<file path="src/rtl/pcst_pkg.sv">
// Package for the peak-count segment tree.
// Holds field widths, datapath operation codes and the controller status struct.
// No dependencies.
`default_nettype none

package pcst_pkg;

   localparam int TYPE_W = 1;
   localparam int POS_W = 10;
   localparam int VAL_W = 32;
   localparam int SIZE_W = 11;
   localparam int CNT_W = 11;
   localparam logic [SIZE_W-1:0] SIZE_RESET = 11'd1024;

   localparam logic [TYPE_W-1:0] REQ_UPDATE = 1'b0;
   localparam logic [TYPE_W-1:0] REQ_QUERY = 1'b1;

   typedef enum logic [4:0] {
      OP_NONE,
      OP_ACCEPT,
      OP_CLR,
      OP_WRV,
      OP_SETI_ZERO,
      OP_SETI_POS,
      OP_SETI_DEC,
      OP_SETI_INC,
      OP_RDL,
      OP_RDC,
      OP_RDR,
      OP_WLEAF,
      OP_RDSIB,
      OP_WPAR,
      OP_SETK,
      OP_RDK0,
      OP_RDK1,
      OP_WK,
      OP_QINIT,
      OP_QLO,
      OP_QHI,
      OP_QSH,
      OP_RESP
   } op_type;

   typedef enum logic [2:0] {
      TAG_NONE,
      TAG_VL,
      TAG_VC,
      TAG_VR,
      TAG_CARRY,
      TAG_ACC
   } tag_type;

   typedef struct packed {
      logic bad;
      logic is_query;
      logic has_left;
      logic has_right;
      logic idx_last;
      logic walk_top;
      logic k_one;
      logic q_done;
      logic slot_free;
   } status_type;

endpackage

`default_nettype wire

</file>
<file path="src/rtl/pcst_ctrl.sv">
// Controller for the peak-count segment tree: sequences clear, rebuild, update and query.
// Depends on pcst_pkg.
`default_nettype none

module pcst_ctrl (
   input  wire logic                   clock,
   input  wire logic                   reset,
   input  wire logic                   req_valid,
   output logic                        req_stall,
   input  wire logic                   csr_write_enable,
   input  wire pcst_pkg::status_type   status,
   output pcst_pkg::op_type            op
);

   typedef enum logic [4:0] {
      S_CLR_INIT,
      S_CLR,
      S_REB_INIT,
      S_REB_RDL,
      S_REB_RDC,
      S_REB_RDR,
      S_REB_WAIT,
      S_REB_LEAF,
      S_REB_KINIT,
      S_REB_RD0,
      S_REB_RD1,
      S_REB_WK,
      S_IDLE,
      S_DECODE,
      S_UPD_WR,
      S_UPD_SET,
      S_RDL,
      S_RDC,
      S_RDR,
      S_WAIT,
      S_LEAF,
      S_SIB,
      S_PAR,
      S_QINIT,
      S_QCHK,
      S_QLO,
      S_QHI,
      S_QSH,
      S_RESP
   } state_type;

   typedef enum logic [1:0] {
      PASS_CENTER,
      PASS_LEFT,
      PASS_RIGHT
   } pass_type;

   state_type state_ff, state_in;
   pass_type  pass_ff, pass_in;

   assign req_stall = (state_ff != S_IDLE) || csr_write_enable;

   always_comb begin
      state_in = state_ff;
      pass_in = pass_ff;
      op = pcst_pkg::OP_NONE;
      case (state_ff)
         S_CLR_INIT: begin
            op = pcst_pkg::OP_SETI_ZERO;
            state_in = S_CLR;
         end
         S_CLR: begin
            op = pcst_pkg::OP_CLR;
            if (status.idx_last) begin
               state_in = S_REB_INIT;
            end
         end
         S_REB_INIT: begin
            op = pcst_pkg::OP_SETI_ZERO;
            state_in = S_REB_RDL;
         end
         S_REB_RDL: begin
            op = pcst_pkg::OP_RDL;
            state_in = S_REB_RDC;
         end
         S_REB_RDC: begin
            op = pcst_pkg::OP_RDC;
            state_in = S_REB_RDR;
         end
         S_REB_RDR: begin
            op = pcst_pkg::OP_RDR;
            state_in = S_REB_WAIT;
         end
         S_REB_WAIT: begin
            state_in = S_REB_LEAF;
         end
         S_REB_LEAF: begin
            op = pcst_pkg::OP_WLEAF;
            state_in = status.idx_last ? S_REB_KINIT : S_REB_RDL;
         end
         S_REB_KINIT: begin
            op = pcst_pkg::OP_SETK;
            state_in = S_REB_RD0;
         end
         S_REB_RD0: begin
            op = pcst_pkg::OP_RDK0;
            state_in = S_REB_RD1;
         end
         S_REB_RD1: begin
            op = pcst_pkg::OP_RDK1;
            state_in = S_REB_WK;
         end
         S_REB_WK: begin
            op = pcst_pkg::OP_WK;
            state_in = status.k_one ? S_IDLE : S_REB_RD0;
         end
         S_IDLE: begin
            if (req_valid && !csr_write_enable) begin
               op = pcst_pkg::OP_ACCEPT;
               state_in = S_DECODE;
            end
         end
         S_DECODE: begin
            if (status.bad) begin
               state_in = S_RESP;
            end else if (status.is_query) begin
               state_in = S_QINIT;
            end else begin
               state_in = S_UPD_WR;
            end
         end
         S_UPD_WR: begin
            op = pcst_pkg::OP_WRV;
            pass_in = PASS_CENTER;
            state_in = S_UPD_SET;
         end
         S_UPD_SET: begin
            case (pass_ff)
               PASS_LEFT: op = pcst_pkg::OP_SETI_DEC;
               PASS_RIGHT: op = pcst_pkg::OP_SETI_INC;
               default: op = pcst_pkg::OP_SETI_POS;
            endcase
            state_in = S_RDL;
         end
         S_RDL: begin
            op = pcst_pkg::OP_RDL;
            state_in = S_RDC;
         end
         S_RDC: begin
            op = pcst_pkg::OP_RDC;
            state_in = S_RDR;
         end
         S_RDR: begin
            op = pcst_pkg::OP_RDR;
            state_in = S_WAIT;
         end
         S_WAIT: begin
            state_in = S_LEAF;
         end
         S_LEAF: begin
            op = pcst_pkg::OP_WLEAF;
            state_in = S_SIB;
         end
         S_SIB: begin
            op = pcst_pkg::OP_RDSIB;
            state_in = S_PAR;
         end
         S_PAR: begin
            op = pcst_pkg::OP_WPAR;
            if (!status.walk_top) begin
               state_in = S_SIB;
            end else begin
               case (pass_ff)
                  PASS_CENTER: begin
                     if (status.has_left) begin
                        pass_in = PASS_LEFT;
                        state_in = S_UPD_SET;
                     end else if (status.has_right) begin
                        pass_in = PASS_RIGHT;
                        state_in = S_UPD_SET;
                     end else begin
                        state_in = S_RESP;
                     end
                  end
                  PASS_LEFT: begin
                     if (status.has_right) begin
                        pass_in = PASS_RIGHT;
                        state_in = S_UPD_SET;
                     end else begin
                        state_in = S_RESP;
                     end
                  end
                  default: state_in = S_RESP;
               endcase
            end
         end
         S_QINIT: begin
            op = pcst_pkg::OP_QINIT;
            state_in = S_QCHK;
         end
         S_QCHK: begin
            state_in = status.q_done ? S_RESP : S_QLO;
         end
         S_QLO: begin
            op = pcst_pkg::OP_QLO;
            state_in = S_QHI;
         end
         S_QHI: begin
            op = pcst_pkg::OP_QHI;
            state_in = S_QSH;
         end
         S_QSH: begin
            op = pcst_pkg::OP_QSH;
            state_in = S_QCHK;
         end
         S_RESP: begin
            if (status.slot_free) begin
               op = pcst_pkg::OP_RESP;
               state_in = S_IDLE;
            end
         end
         default: state_in = S_CLR_INIT;
      endcase
      if (csr_write_enable && (state_ff != S_CLR_INIT) && (state_ff != S_CLR)) begin
         state_in = S_REB_INIT;
      end
   end

   always_ff @(posedge clock) begin
      if (reset) begin
         state_ff <= S_CLR_INIT;
         pass_ff <= PASS_CENTER;
      end else begin
         state_ff <= state_in;
         pass_ff <= pass_in;
      end
   end

`ifndef SYNTH
   a_accept_decodes: assert property (@(posedge clock) disable iff (reset)
      (state_ff == S_IDLE && req_valid && !req_stall) |=> (state_ff == S_DECODE))
      else $error("accepted item did not reach decode");

   a_resp_holds: assert property (@(posedge clock) disable iff (reset)
      (state_ff == S_RESP && !status.slot_free && !csr_write_enable) |=> (state_ff == S_RESP))
      else $error("result issued while output slot was full");
`endif

endmodule

`default_nettype wire

</file>
<file path="config.mk">
export PLATFORM = sky130hd
export DESIGN_NAME = pcst_ctrl
export DESIGN_NICKNAME = d
export VERILOG_FILES = /design/src/rtl/pcst_pkg.sv /design/src/rtl/pcst_ctrl.sv
export SDC_FILE = /design/constraint.sdc
export NUM_CORES = 1
export LEC_CHECK = 0
export CORE_ASPECT_RATIO = 1.2
export CORE_UTILIZATION = 40
export CTS_BUF_LIST = sky130_fd_sc_hd__clkbuf_2
export DETAILED_ROUTE_END_ITERATION = 8
export DONT_BUFFER_PORTS = 1
export PLACE_DENSITY = 0.54
export SLEW_MARGIN = 5
export SYNTH_ARGS = -nofsm -noshare
export SYNTH_HDL_FRONTEND = slang
export SYNTH_SLANG_ARGS = --single-unit
</file>
<file path="constraint.sdc">
create_clock -name clock -period 1.81 [get_ports clock]
set_input_delay 0.2715 -clock clock [delete_from_list [all_inputs] [get_ports clock]]
set_output_delay 0.2715 -clock clock [all_outputs]
set_load 0.01 [all_outputs]
</file>
==> impl_summary.txt, run 1 <==
----------------------------------------------------
[Outcome]
  Outcome ... finished clean

[Clock network]
  Insertion delay to the later sink of the worst-skew pair ... 230 ps
  CTS tree ... done
  Num Clock Sinks ... 7
  Clock slew at the register clock pins of the worst setup and hold paths ... 80 ps
  Number of H-tree branching levels ... 1
  Clock tree buffer depth ... 2
  Hold-fix buffers at CTS ... 0
  Master cell of the clock root buffer ... sky130_fd_sc_hd__clkbuf_2
  Number of clock buffers inserted by TritonCTS ... 3

[Global route]
  Overflow left after global routing ... 0
  Wire length of the first global-routing pass ... 5.51 mm
  Overall routing resource usage ... 25.2%
  Maximum number of pins on one net before global-route repair ... 24
  Initial antenna violation count ... 0
  Vias in the first global route ... 1179

[Hold path]
  Hold/Removal Path Class ... in -> reg
  Number of instances on the worst hold path ... 1

[Routing]
  Routed Antenna Nets ... 0
  DRT iter0 DRCs ... 51
  Wire per inst ... 17.1 um
  DRC viols ... 0
  Vias ... 1210
  Avg Vias per Cell ... 6.21
  Routed Wire Length ... 3.33 mm
  Number of iterations in the first detailed-routing pass ... 4

[Worst setup path]
  Startpoint types ... flop
  Buffering stage count on the worst path with inverters included ... 1
  Crit Path Category ... reg -> out
  Crit-path slowest cell ... sky130_fd_sc_hd__dfxtp_4
  WP data required ... 1540 ps
  CP Data Arrival Time ... 1440 ps
  Most repeated library cell on the critical path ... sky130_fd_sc_hd__o21ai_0
  Crit-path max FO ... 10
  Cell Chain, Critical Path ... buf_4 > nor2b_1 > o21ai_0 > o21ai_0 > a32oi_1 > nand2_1
  Critical path capture point type ... primary output
  Family with the most delay on the worst path ... compound AO/OA/AOI/OAI gates
  Biggest cell delay along the critical path ... 430 ps
  Path length in cells of the critical path ... 6
  Number of cells on the worst reg-to-reg path ... 7

[Finish]
  Net count reported at finish ... 182
  Post-layout instance area ... 0.00123 mm2
  Antenna cell count ... 0
  Fraction of final layout cells with drive strength greater than 1 ... 23.2%
  Relative area change from synthesis to final layout ... 18.7%

[Synth]
  Area share of the largest cell type after synthesis ... 13.5%
  Synth Area per Inst ... 6.79 um2
  Number of warnings issued by yosys ... 0
  EDFF count, synth ... 0
  Cell area after technology mapping ... 0.00104 mm2
  Most instantiated flip-flop cell in the synthesis netlist ... sky130_fd_sc_hd__dfxtp_1
  Cell variety after synth ... 48
  Asr flop ratio synth ... 0%
  Synthesized netlist cell count ... 153
  Synthesized netlist net count ... 170
  Total of flip-flops plus latches after synthesis ... 7
  Most area-hungry cell type in the Yosys netlist ... sky130_fd_sc_hd__dfxtp_1
  Sequential cell area fraction in the yosys report ... 13.5%
  Ranking of synthesized cells by area ... sky130_fd_sc_hd__dfxtp_1 13%, sky130_fd_sc_hd__a21oi_1 9.2%, sky130_fd_sc_hd__o21ai_0 6.7%

[STA]
  Worst Skew ... 12.8 ps
  # setup viols final ... 0
  Final number of hold-violating endpoints ... 0
  Count of pins over their slew limit ... 0
  Max Freq ... 583 MHz
  Actual slew at the worst max-slew pin ... 416 ps
  Final-layout setup total negative slack ... 0 ps
  Final period demand of the worst path ... 1710 ps
  Final worst hold slack ... 138 ps
  Share of the clock period used by the worst path after layout ... 94.7%
  Max-slew headroom ... 71.5%
  Unrepaired setup endpoints after global routing ... true
  Worst path setup slack after routing ... 96.1 ps

[Die]
  Die Area ... 0.00280 mm2
  Floorplan die width ... 48.5 um
  Count of standard-cell rows ... 19
  Count of pins on the block boundary ... 19
  DIE HEIGHT ... 57.8 um
  Starting Density ... 43.7%
  Core region area ... 0.00238 mm2

[Job]
  Max cap viols ... 0

[Power and ir drop]
  Design Power ... 1.08 mW
  Leak pwr ... 0.472 nW
  VDD IR max ... 0.789 mV
  Power per standard cell area ... 880 mW/mm2

[Place]
  Worst slack, placed ... 117 ps
  Routability congestion estimate ... 0.963
  Number of port buffers ... 0
  Detailed placement HPWL ... 2.49 mm
  Post-placement cell area ... 0.00115 mm2

----------------------------------------------------
==> cells by family (layout without fill, tap and decap cells) <==
kind of cell / after synthesis / count (layout) / synth area share (%)
xor+xnor: 2 / 2 / 1.69
buf+inv: 21 / 32 / 9.88
simple gates: 54 / 54 / 26.9
compound gates: 65 / 65 / 43.3
fa+ha+maj: 4 / 4 / 4.82
flops: 7 / 7 / 13.5
==> path summary, 6_finish.rpt <==
path | from | end | slack [ps]
worst max-delay path | state_ff[1] | op[0] | 100
worst min-delay path | reset | state_ff[1] | 140
worst max register to register | pass_ff[1] | state_ff[0] | 160
worst min register to register | pass_ff[1] | pass_ff[1] | 550
==> power by group <==
part	total (mW)	internal (mW)	switching [mW]
combinational	0.726	0.312	0.414
sequential	0.244	0.185	0.0590
clock	0.114	0.0587	0.0556
==> through the flow <==
| step | utilization, % | instances |
|---|---|---|
| after floorplan | - | 153 |
| after global placement | 48.5 | 190 |
| after detailed placement | 48.5 | 190 |
| after CTS | 49.6 | 194 |
| after global routing | 51.8 | 195 |
| final | 51.8 | 195 |
==> cell usage in the layout (no fill, tap or decap), types with 2 or more instances in the layout <==
master,synthesis,routed
sky130_fd_sc_hd__buf_4,2,16
sky130_fd_sc_hd__clkbuf_2,0,4
sky130_fd_sc_hd__nor2b_4,0,2
sky130_fd_sc_hd__nand3_1,3,3
sky130_fd_sc_hd__nor2b_1,8,6
sky130_fd_sc_hd__o21ai_0,14,12
sky130_fd_sc_hd__a32oi_1,2,2
sky130_fd_sc_hd__dfxtp_2,0,2
sky130_fd_sc_hd__dfxtp_1,7,2
sky130_fd_sc_hd__nand2_1,16,16
sky130_fd_sc_hd__a21oi_1,19,18
sky130_fd_sc_hd__a2111oi_0,2,2
sky130_fd_sc_hd__o221ai_1,2,2
sky130_fd_sc_hd__nor3_1,3,3
sky130_fd_sc_hd__o211ai_1,4,4
sky130_fd_sc_hd__a22o_1,2,2
sky130_fd_sc_hd__nand2b_1,4,4
sky130_fd_sc_hd__nor2_1,11,11
sky130_fd_sc_hd__o22ai_1,3,3
sky130_fd_sc_hd__o21ai_1,1,3
sky130_fd_sc_hd__a31oi_1,3,3
sky130_fd_sc_hd__inv_1,8,8
sky130_fd_sc_hd__ha_1,4,4
sky130_fd_sc_hd__dfxtp_4,0,3
==> synth_stat cells (2+ instances only) <==
cell type / n
sky130_fd_sc_hd__a21oi_1: 19
sky130_fd_sc_hd__nand2_1: 16
sky130_fd_sc_hd__o21ai_0: 14
sky130_fd_sc_hd__nor2_1: 11
sky130_fd_sc_hd__inv_1: 8
sky130_fd_sc_hd__nor2b_1: 8
sky130_fd_sc_hd__buf_2: 7
sky130_fd_sc_hd__dfxtp_1: 7
sky130_fd_sc_hd__ha_1: 4
sky130_fd_sc_hd__nand2b_1: 4
sky130_fd_sc_hd__o211ai_1: 4
sky130_fd_sc_hd__a31oi_1: 3
sky130_fd_sc_hd__nand3_1: 3
sky130_fd_sc_hd__nor3_1: 3
sky130_fd_sc_hd__o22ai_1: 3
sky130_fd_sc_hd__a2111oi_0: 2
sky130_fd_sc_hd__a22o_1: 2
sky130_fd_sc_hd__a32oi_1: 2
sky130_fd_sc_hd__and3_1: 2
sky130_fd_sc_hd__buf_4: 2
sky130_fd_sc_hd__o221ai_1: 2
==> flip-flops by register name (all words and copies together), names as in the netlist <==
register and flops:
state_ff 5, pass_ff 2
==> cell type report <==
class	instances	area, um2
clock buffers	4	20.0
fillers	256	1140
inverters	10	37.5
multi-input cells	125	827
flip-flops and latches	7	154
well taps	31	38.8
repair buffers	18	155
==> repair_timing <==
action	CTS	global route
buffers inserted	0	1
setup endpoints to repair	4	7
pin swaps	0	2
endpoints found under the hold margin	0	0
resized for setup	4	15
==> per-layer routing <==
metal	wire [um]	global-route usage, %	share of wire, %	up-vias
met5	0	0	0	-
met4	59	10.1	1.8	0
met3	212	4.46	6.4	4
met2	1630	43.9	49	41
met1	1430	30.9	43	567
li1	-	-	-	598
Power figures use the tool's default switching activity.
==> run 2: changes to the inputs <==
--- a/config.mk
+++ b/config.mk
@@ -6,11 +6,11 @@
 export NUM_CORES = 1
 export LEC_CHECK = 0
 export CORE_ASPECT_RATIO = 1.2
-export CORE_UTILIZATION = 40
+export CORE_UTILIZATION = 35
 export CTS_BUF_LIST = sky130_fd_sc_hd__clkbuf_2
 export DETAILED_ROUTE_END_ITERATION = 8
 export DONT_BUFFER_PORTS = 1
-export PLACE_DENSITY = 0.54
+export PLACE_DENSITY = 0.58
 export SLEW_MARGIN = 5
 export SYNTH_ARGS = -nofsm -noshare
 export SYNTH_HDL_FRONTEND = slang
==> impl_summary.txt, run 2 (synthesized netlist as in run 1, its figures left out) <==
----------------------------------------------------
[Finish]
  Post-Layout Cell Count ... 198 (was 195)
  Regs by FF count ... state_ff: 5 flops, pass_ff: 2 flops (unchanged)
  Antenna cell count ... 0 (unchanged)
  Post-layout instance area ... 0.00126 mm2 (was 0.00123 mm2)
  Fraction of final layout cells with drive strength greater than 1 ... 28.7% (was 23.2%)
  Highest-count cells in the layout ignoring fill and taps ... 16 x sky130_fd_sc_hd__nand2_1, 16 x sky130_fd_sc_hd__a21oi_1, 16 x sky130_fd_sc_hd__buf_4 (was 18 x sky130_fd_sc_hd__a21oi_1, 16 x sky130_fd_sc_hd__nand2_1, 16 x sky130_fd_sc_hd__buf_4)
  Flip-flop count of the largest register, all copies and words added ... 5 (unchanged)
  Net count reported at finish ... 182 (unchanged)
  Register ranked first by flip-flop count ... state_ff (unchanged)
  Relative area change from synthesis to final layout ... 21.6% (was 18.7%)

[Power and ir drop]
  Leak pwr ... 0.469 nW (was 0.472 nW)
  VDD IR max ... 0.399 mV (was 0.789 mV)
  Power per standard cell area ... 877 mW/mm2 (was 880 mW/mm2)

[STA]
  Unrepaired setup endpoints after global routing ... true (unchanged)
  Final number of hold-violating endpoints ... 0 (unchanged)
  Share of the clock period used by the worst path after layout ... 98.0% (was 94.7%)
  # setup viols final ... 0 (unchanged)
  Count of pins over their slew limit ... 0 (unchanged)
  Max-slew headroom ... 73.4% (was 71.5%)
  Max Freq ... 564 MHz (was 583 MHz)
  Worst Skew ... 25.2 ps (was 12.8 ps)
  Final period demand of the worst path ... 1770 ps (was 1710 ps)
  Actual slew at the worst max-slew pin ... 389 ps (was 416 ps)

[Global route]
  Maximum number of pins on one net before global-route repair ... 17 (was 24)
  Peak-usage layer in the global routing report ... met2 (unchanged)
  Fraction of met3 tracks used by global routing ... 4.44% (was 4.46%)
  Vias in the first global route ... 1107 (was 1179)
  Overflow left after global routing ... 0 (unchanged)
  M1 GR Usage ... 31.6% (was 30.9%)
  Overall routing resource usage ... 23.7% (was 25.2%)
  Wire length of the first global-routing pass ... 5.53 mm (was 5.51 mm)
  Initial antenna violation count ... 0 (unchanged)
  GR met2 Demand/Resource ... 35.1% (was 43.9%)

[Die]
  Core region area ... 0.00281 mm2 (was 0.00238 mm2)
  Count of standard-cell rows ... 21 (was 19)
  Starting Density ... 36.9% (was 43.7%)
  Die Area ... 0.00319 mm2 (was 0.00280 mm2)
  Count of pins on the block boundary ... 19 (unchanged)
  DIE HEIGHT ... 61.7 um (was 57.8 um)
  Floorplan die width ... 51.7 um (was 48.5 um)

[Routing]
  Wire per inst ... 17.8 um (was 17.1 um)
  Number of iterations in the first detailed-routing pass ... 4 (unchanged)
  DRC viols ... 0 (unchanged)
  Routed Wire Length ... 3.53 mm (was 3.33 mm)
  Avg Vias per Cell ... 6.44 (was 6.21)
  Routed Antenna Nets ... 0 (unchanged)
  DRT iter0 DRCs ... 86 (was 51)
  Vias ... 1275 (was 1210)

[Clock network]
  Number of H-tree branching levels ... 1 (unchanged)
  Clock slew at the register clock pins of the worst setup and hold paths ... 120 ps (was 80 ps)
  Clock tree buffer depth ... 2 (unchanged)
  Insertion delay to the later sink of the worst-skew pair ... 280 ps (was 230 ps)
  Number of clock buffers inserted by TritonCTS ... 3 (unchanged)
  Master cell of the clock root buffer ... sky130_fd_sc_hd__clkbuf_2 (unchanged)
  Num Clock Sinks ... 7 (unchanged)
  CTS tree ... done (unchanged)

[Worst setup path]
  WP data required ... 1540 ps (about the same)
  Flop-to-flop setup slack ... 130 ps (was 160 ps)
  Terminus of the critical flop-to-flop path ... pass_ff[1] (was state_ff[0])
  Critical path capture point type ... primary output (unchanged)
  Crit Path Category ... reg -> out (unchanged)
  Start of the worst register-to-register path ... state_ff[1] (was pass_ff[1])
  CP Data Arrival Time ... 1500 ps (was 1440 ps)
  Number of cells on the worst reg-to-reg path ... 5 (was 7)
  Crit-path max FO ... 9 (was 10)
  Startpoint types ... flop (unchanged)

[Hold path]
  Hold/Removal Path Class ... in -> reg (unchanged)
  Number of instances on the worst hold path ... 1 (unchanged)
  End point of the worst hold path ... state_ff[1] (unchanged)
  Hold path start ... reset (unchanged)

[Job]
  Max cap viols ... 0 (unchanged)

[Place]
  Detailed placement HPWL ... 2.58 mm (was 2.49 mm)
  Routability congestion estimate ... 0.941 (was 0.963)
  Post-placement cell area ... 0.00112 mm2 (was 0.00115 mm2)
  Inst Count DP ... 190 (unchanged)
  Number of port buffers ... 0 (unchanged)

[Outcome]
  Outcome ... finished clean (unchanged)

----------------------------------------------------
run 2: critical path, cell delays in order, from the launching register on:
cell	delay [ps]
sky130_fd_sc_hd__dfxtp_2	470
sky130_fd_sc_hd__nor2b_2	270
sky130_fd_sc_hd__a21oi_2	110
sky130_fd_sc_hd__o22ai_1	170
sky130_fd_sc_hd__a22o_1	210
run 2: layout make-up:
type                            instances  area, um2
Clock buffer                            4       20.0
Fill cell                             287       1550
Inverter                               10       43.8
Multi-Input combinational cell        125        847
Sequential cell                         7        158
Tap cell                               34       42.5
Timing Repair Buffer                   18        151
run 2: worst max path at each step:
stage                 from  endpoint  cells after the start
3_3_place_gp   state_ff[4]     op[3]                      6
2_1_floorplan  state_ff[0]     op[3]                      6
4_1_cts        state_ff[3]     op[2]                      5
5_1_grt        state_ff[1]     op[3]                      6
3_5_place_dp   state_ff[4]     op[3]                      6
6_report       state_ff[2]     op[4]                      4
run 2: routing by layer:
metal	wire length (um)	up-vias
li1	-	593
met1	1370	583
met2	1660	78
met3	307	21
met4	187	0
met5	0	-
run 2: per-stage QoR:
step / worst slack [ps] / hold WS, ps / setup TNS (ps) / utilization [%] / total power, mW
after floorplan: 320 / 385 / 0 / - / 0.681
after global placement: 88.1 / 407 / 0 / 39.9 / 0.844
after detailed placement: 91.1 / 397 / 0 / 39.9 / 0.845
after CTS: 5.35 / 96.7 / 0 / 41.6 / 1.01
after global routing: -21.5 / 80.5 / -51.7 / 44.9 / 1.19
final: 36.2 / 84.5 / 0 / 44.9 / 1.11
run 2: report_power, final:
group	internal [mW]	leakage [nW]	total [mW]	switching (mW)
clock network	0.0586	0.0166	0.143	0.0848
registers	0.187	0.0607	0.260	0.0728
logic	0.298	0.392	0.704	0.405
total	0.544	0.469	1.11	0.563
run 2: what timing repair did:
action / 4_1_cts / 5_1_grt
buffers inserted: 0 / 4
hold buffers: 0 / 0
gates resized for setup: 14 / 20
pin swaps: 0 / 6
setup endpoints to repair: 6 / 6
==> run 3: changes to the inputs <==
--- a/config.mk
+++ b/config.mk
@@ -11,6 +11,7 @@
 export DETAILED_ROUTE_END_ITERATION = 8
 export DONT_BUFFER_PORTS = 1
 export PLACE_DENSITY = 0.58
+export REMOVE_ABC_BUFFERS = 1
 export SLEW_MARGIN = 5
 export SYNTH_ARGS = -nofsm -noshare
 export SYNTH_HDL_FRONTEND = slang
==> impl_summary.txt, run 3 (synthesized netlist as in run 1, its figures left out) <==
----------------------------------------------------
[Outcome]
  Outcome ... finished clean (unchanged)

[Finish]
  Net count reported at finish ... 179 (was 182)
  Fin util ... 42.5% (was 44.9%)
  Regs by FF count ... state_ff: 5 flops, pass_ff: 2 flops (unchanged)
  Highest-count cells in the layout ignoring fill and taps ... 18 x sky130_fd_sc_hd__a21oi_1, 16 x sky130_fd_sc_hd__nand2_1, 13 x sky130_fd_sc_hd__buf_4 (was 16 x sky130_fd_sc_hd__nand2_1, 16 x sky130_fd_sc_hd__a21oi_1, 16 x sky130_fd_sc_hd__buf_4)
  Relative area change from synthesis to final layout ... 15.1% (was 21.6%)
  Leading cell type in the layout, fill and taps excluded ... sky130_fd_sc_hd__a21oi_1
  Post-Layout Cell Count ... 195 (was 198)
  Antenna cell count ... 0 (unchanged)
  Fraction of final layout cells with drive strength greater than 1 ... 23.0% (was 28.7%)
  Flip-flop count of the largest register, all copies and words added ... 5 (unchanged)
  Post-layout instance area ... 0.00119 mm2 (was 0.00126 mm2)
  Register ranked first by flip-flop count ... state_ff (unchanged)

[Place]
  Inst Count DP ... 191 (was 190)
  Post-placement cell area ... 0.00113 mm2 (was 0.00112 mm2)
  Number of port buffers ... 0 (unchanged)
  Routability congestion estimate ... 0.868 (was 0.941)
  Detailed placement HPWL ... 2.55 mm (was 2.58 mm)

[Clock network]
  Num Clock Sinks ... 7 (unchanged)
  CTS tree ... done (unchanged)
  Post-CTS Repair Setup Buffers ... 0 (unchanged)
  Number of H-tree branching levels ... 1 (unchanged)
  Master cell of the clock root buffer ... sky130_fd_sc_hd__clkbuf_2 (unchanged)
  Insertion delay to the later sink of the worst-skew pair ... 240 ps (was 280 ps)
  Clock tree buffer depth ... 2 (unchanged)
  Clock slew at the register clock pins of the worst setup and hold paths ... 90 ps (was 120 ps)
  Number of clock buffers inserted by TritonCTS ... 3 (unchanged)

[Worst setup path]
  Critical path capture point type ... primary output (unchanged)
  Startpoint types ... flop (unchanged)
  WP data required ... 1540 ps (about the same)
  Crit-path max FO ... 10 (was 9)
  CP Data Arrival Time ... 1470 ps (was 1500 ps)
  Number of cells on the worst reg-to-reg path ... 7 (was 5)
  Crit Path Category ... reg -> out (unchanged)

[Power and ir drop]
  Power per standard cell area ... 864 mW/mm2 (was 877 mW/mm2)
  VDD IR max ... 0.461 mV (was 0.399 mV)
  Leak pwr ... 0.453 nW (was 0.469 nW)
  Design Power ... 1.03 mW (was 1.11 mW)

[Die]
  Count of standard-cell rows ... 21 (unchanged)
  Core region area ... 0.00281 mm2 (unchanged)
  Count of pins on the block boundary ... 19 (unchanged)
  Starting Density ... 36.9% (unchanged)
  Floorplan die width ... 51.7 um (unchanged)
  Die Area ... 0.00319 mm2 (unchanged)
  DIE HEIGHT ... 61.7 um (unchanged)

[Routing]
  Vias ... 1152 (was 1275)
  Avg Vias per Cell ... 5.91 (was 6.44)
  Routed Antenna Nets ... 0 (unchanged)
  DRC viols ... 0 (unchanged)
  DRT iter0 DRCs ... 44 (was 86)
  Wire per inst ... 16.4 um (was 17.8 um)
  Number of iterations in the first detailed-routing pass ... 4 (unchanged)
  Routed Wire Length ... 3.19 mm (was 3.53 mm)

[STA]
  Unrepaired setup endpoints after global routing ... true (unchanged)
  Max-slew headroom ... 73.2% (was 73.4%)
  Final-layout setup total negative slack ... 0 ps (unchanged)
  Max Freq ... 573 MHz (was 564 MHz)
  Worst Skew ... 8.74 ps (was 25.2 ps)
  Final number of hold-violating endpoints ... 0 (unchanged)
  # setup viols final ... 0 (unchanged)
  Count of pins over their slew limit ... 0 (unchanged)
  Final period demand of the worst path ... 1750 ps (was 1770 ps)
  Actual slew at the worst max-slew pin ... 392 ps (was 389 ps)
  Share of the clock period used by the worst path after layout ... 96.5% (was 98.0%)

[Global route]
  Maximum number of pins on one net before global-route repair ... 15 (was 17)
  Overall routing resource usage ... 21.2% (was 23.7%)
  Initial antenna violation count ... 0 (unchanged)
  Vias in the first global route ... 1073 (was 1107)
  Wire length of the first global-routing pass ... 5.04 mm (was 5.53 mm)
  Overflow left after global routing ... 0 (unchanged)

[Job]
  Max cap viols ... 0 (unchanged)

[Hold path]
  Hold/Removal Path Class ... in -> reg (unchanged)
  Number of instances on the worst hold path ... 1 (unchanged)

----------------------------------------------------
run 3: cell types whose count changed in the layout (fill, tap and decap cells not counted), moves of 2 or more:
cell	previous run	this run
sky130_fd_sc_hd__o21ai_1	5	3
sky130_fd_sc_hd__nor2b_1	4	7
sky130_fd_sc_hd__a21oi_2	3	1
sky130_fd_sc_hd__dfxtp_4	4	2
sky130_fd_sc_hd__nor2b_2	4	1
sky130_fd_sc_hd__a21oi_1	16	18
sky130_fd_sc_hd__buf_4	16	13
sky130_fd_sc_hd__o21ai_0	10	12
run 3: layout make-up:
| cell class | count | area [um2] |
|---|---|---|
| fill | 289 | 1620 |
| multi-input combinational | 125 | 822 |
| sequential | 7 | 151 |
| timing repair buffer | 15 | 120 |
| tap | 34 | 42.5 |
| inverter | 10 | 38.8 |
| clock buffer | 4 | 20.0 |
run 3: what timing repair did:
action,CTS,global route
setup endpoints to repair,5,7
hold buffers,0,0
resized for setup,6,14
pin swaps,0,3
endpoints found under the hold margin,0,0
run 3: worst max-delay path: stages (launching register included):
cell	delay, ps
sky130_fd_sc_hd__dfxtp_2	360
sky130_fd_sc_hd__buf_6	130
sky130_fd_sc_hd__and2b_2	260
sky130_fd_sc_hd__nand2_1	70
sky130_fd_sc_hd__o21ai_0	70
sky130_fd_sc_hd__a21oi_1	130
sky130_fd_sc_hd__o21ai_1	80
sky130_fd_sc_hd__buf_4	140
run 3: per-layer routing:
metal	wire, um	track usage (%)	up-vias
met4	7	2.32	0
met5	0	0	-
li1	-	-	579
met3	161	4.44	2
met1	1450	26.9	533
met2	1570	38.0	38
run 3: final timing paths:
kind                                  start          end  slack, ps
worst min register to register   pass_ff[1]   pass_ff[1]        510
worst max-delay path            state_ff[4]        op[3]         60
worst max register to register   pass_ff[0]  state_ff[0]        150
worst min-delay path                  reset  state_ff[1]        130
run 3: power breakdown:
part	switching [mW]	leakage, nW	internal [mW]	total [mW]
clock	0.0645	0.0166	0.0588	0.123
sequential	0.0798	0.0596	0.188	0.268
combinational	0.371	0.377	0.271	0.642
run 3: per-stage QoR:
| step | setup WS [ps] | hold slack (ps) |
|---|---|---|
| floorplan | 38.3 | 385 |
| global placement | 111 | 395 |
| detailed placement | 121 | 399 |
| CTS | -24.1 | 128 |
| global route | -22.6 | 114 |
| finish | 64.2 | 126 |
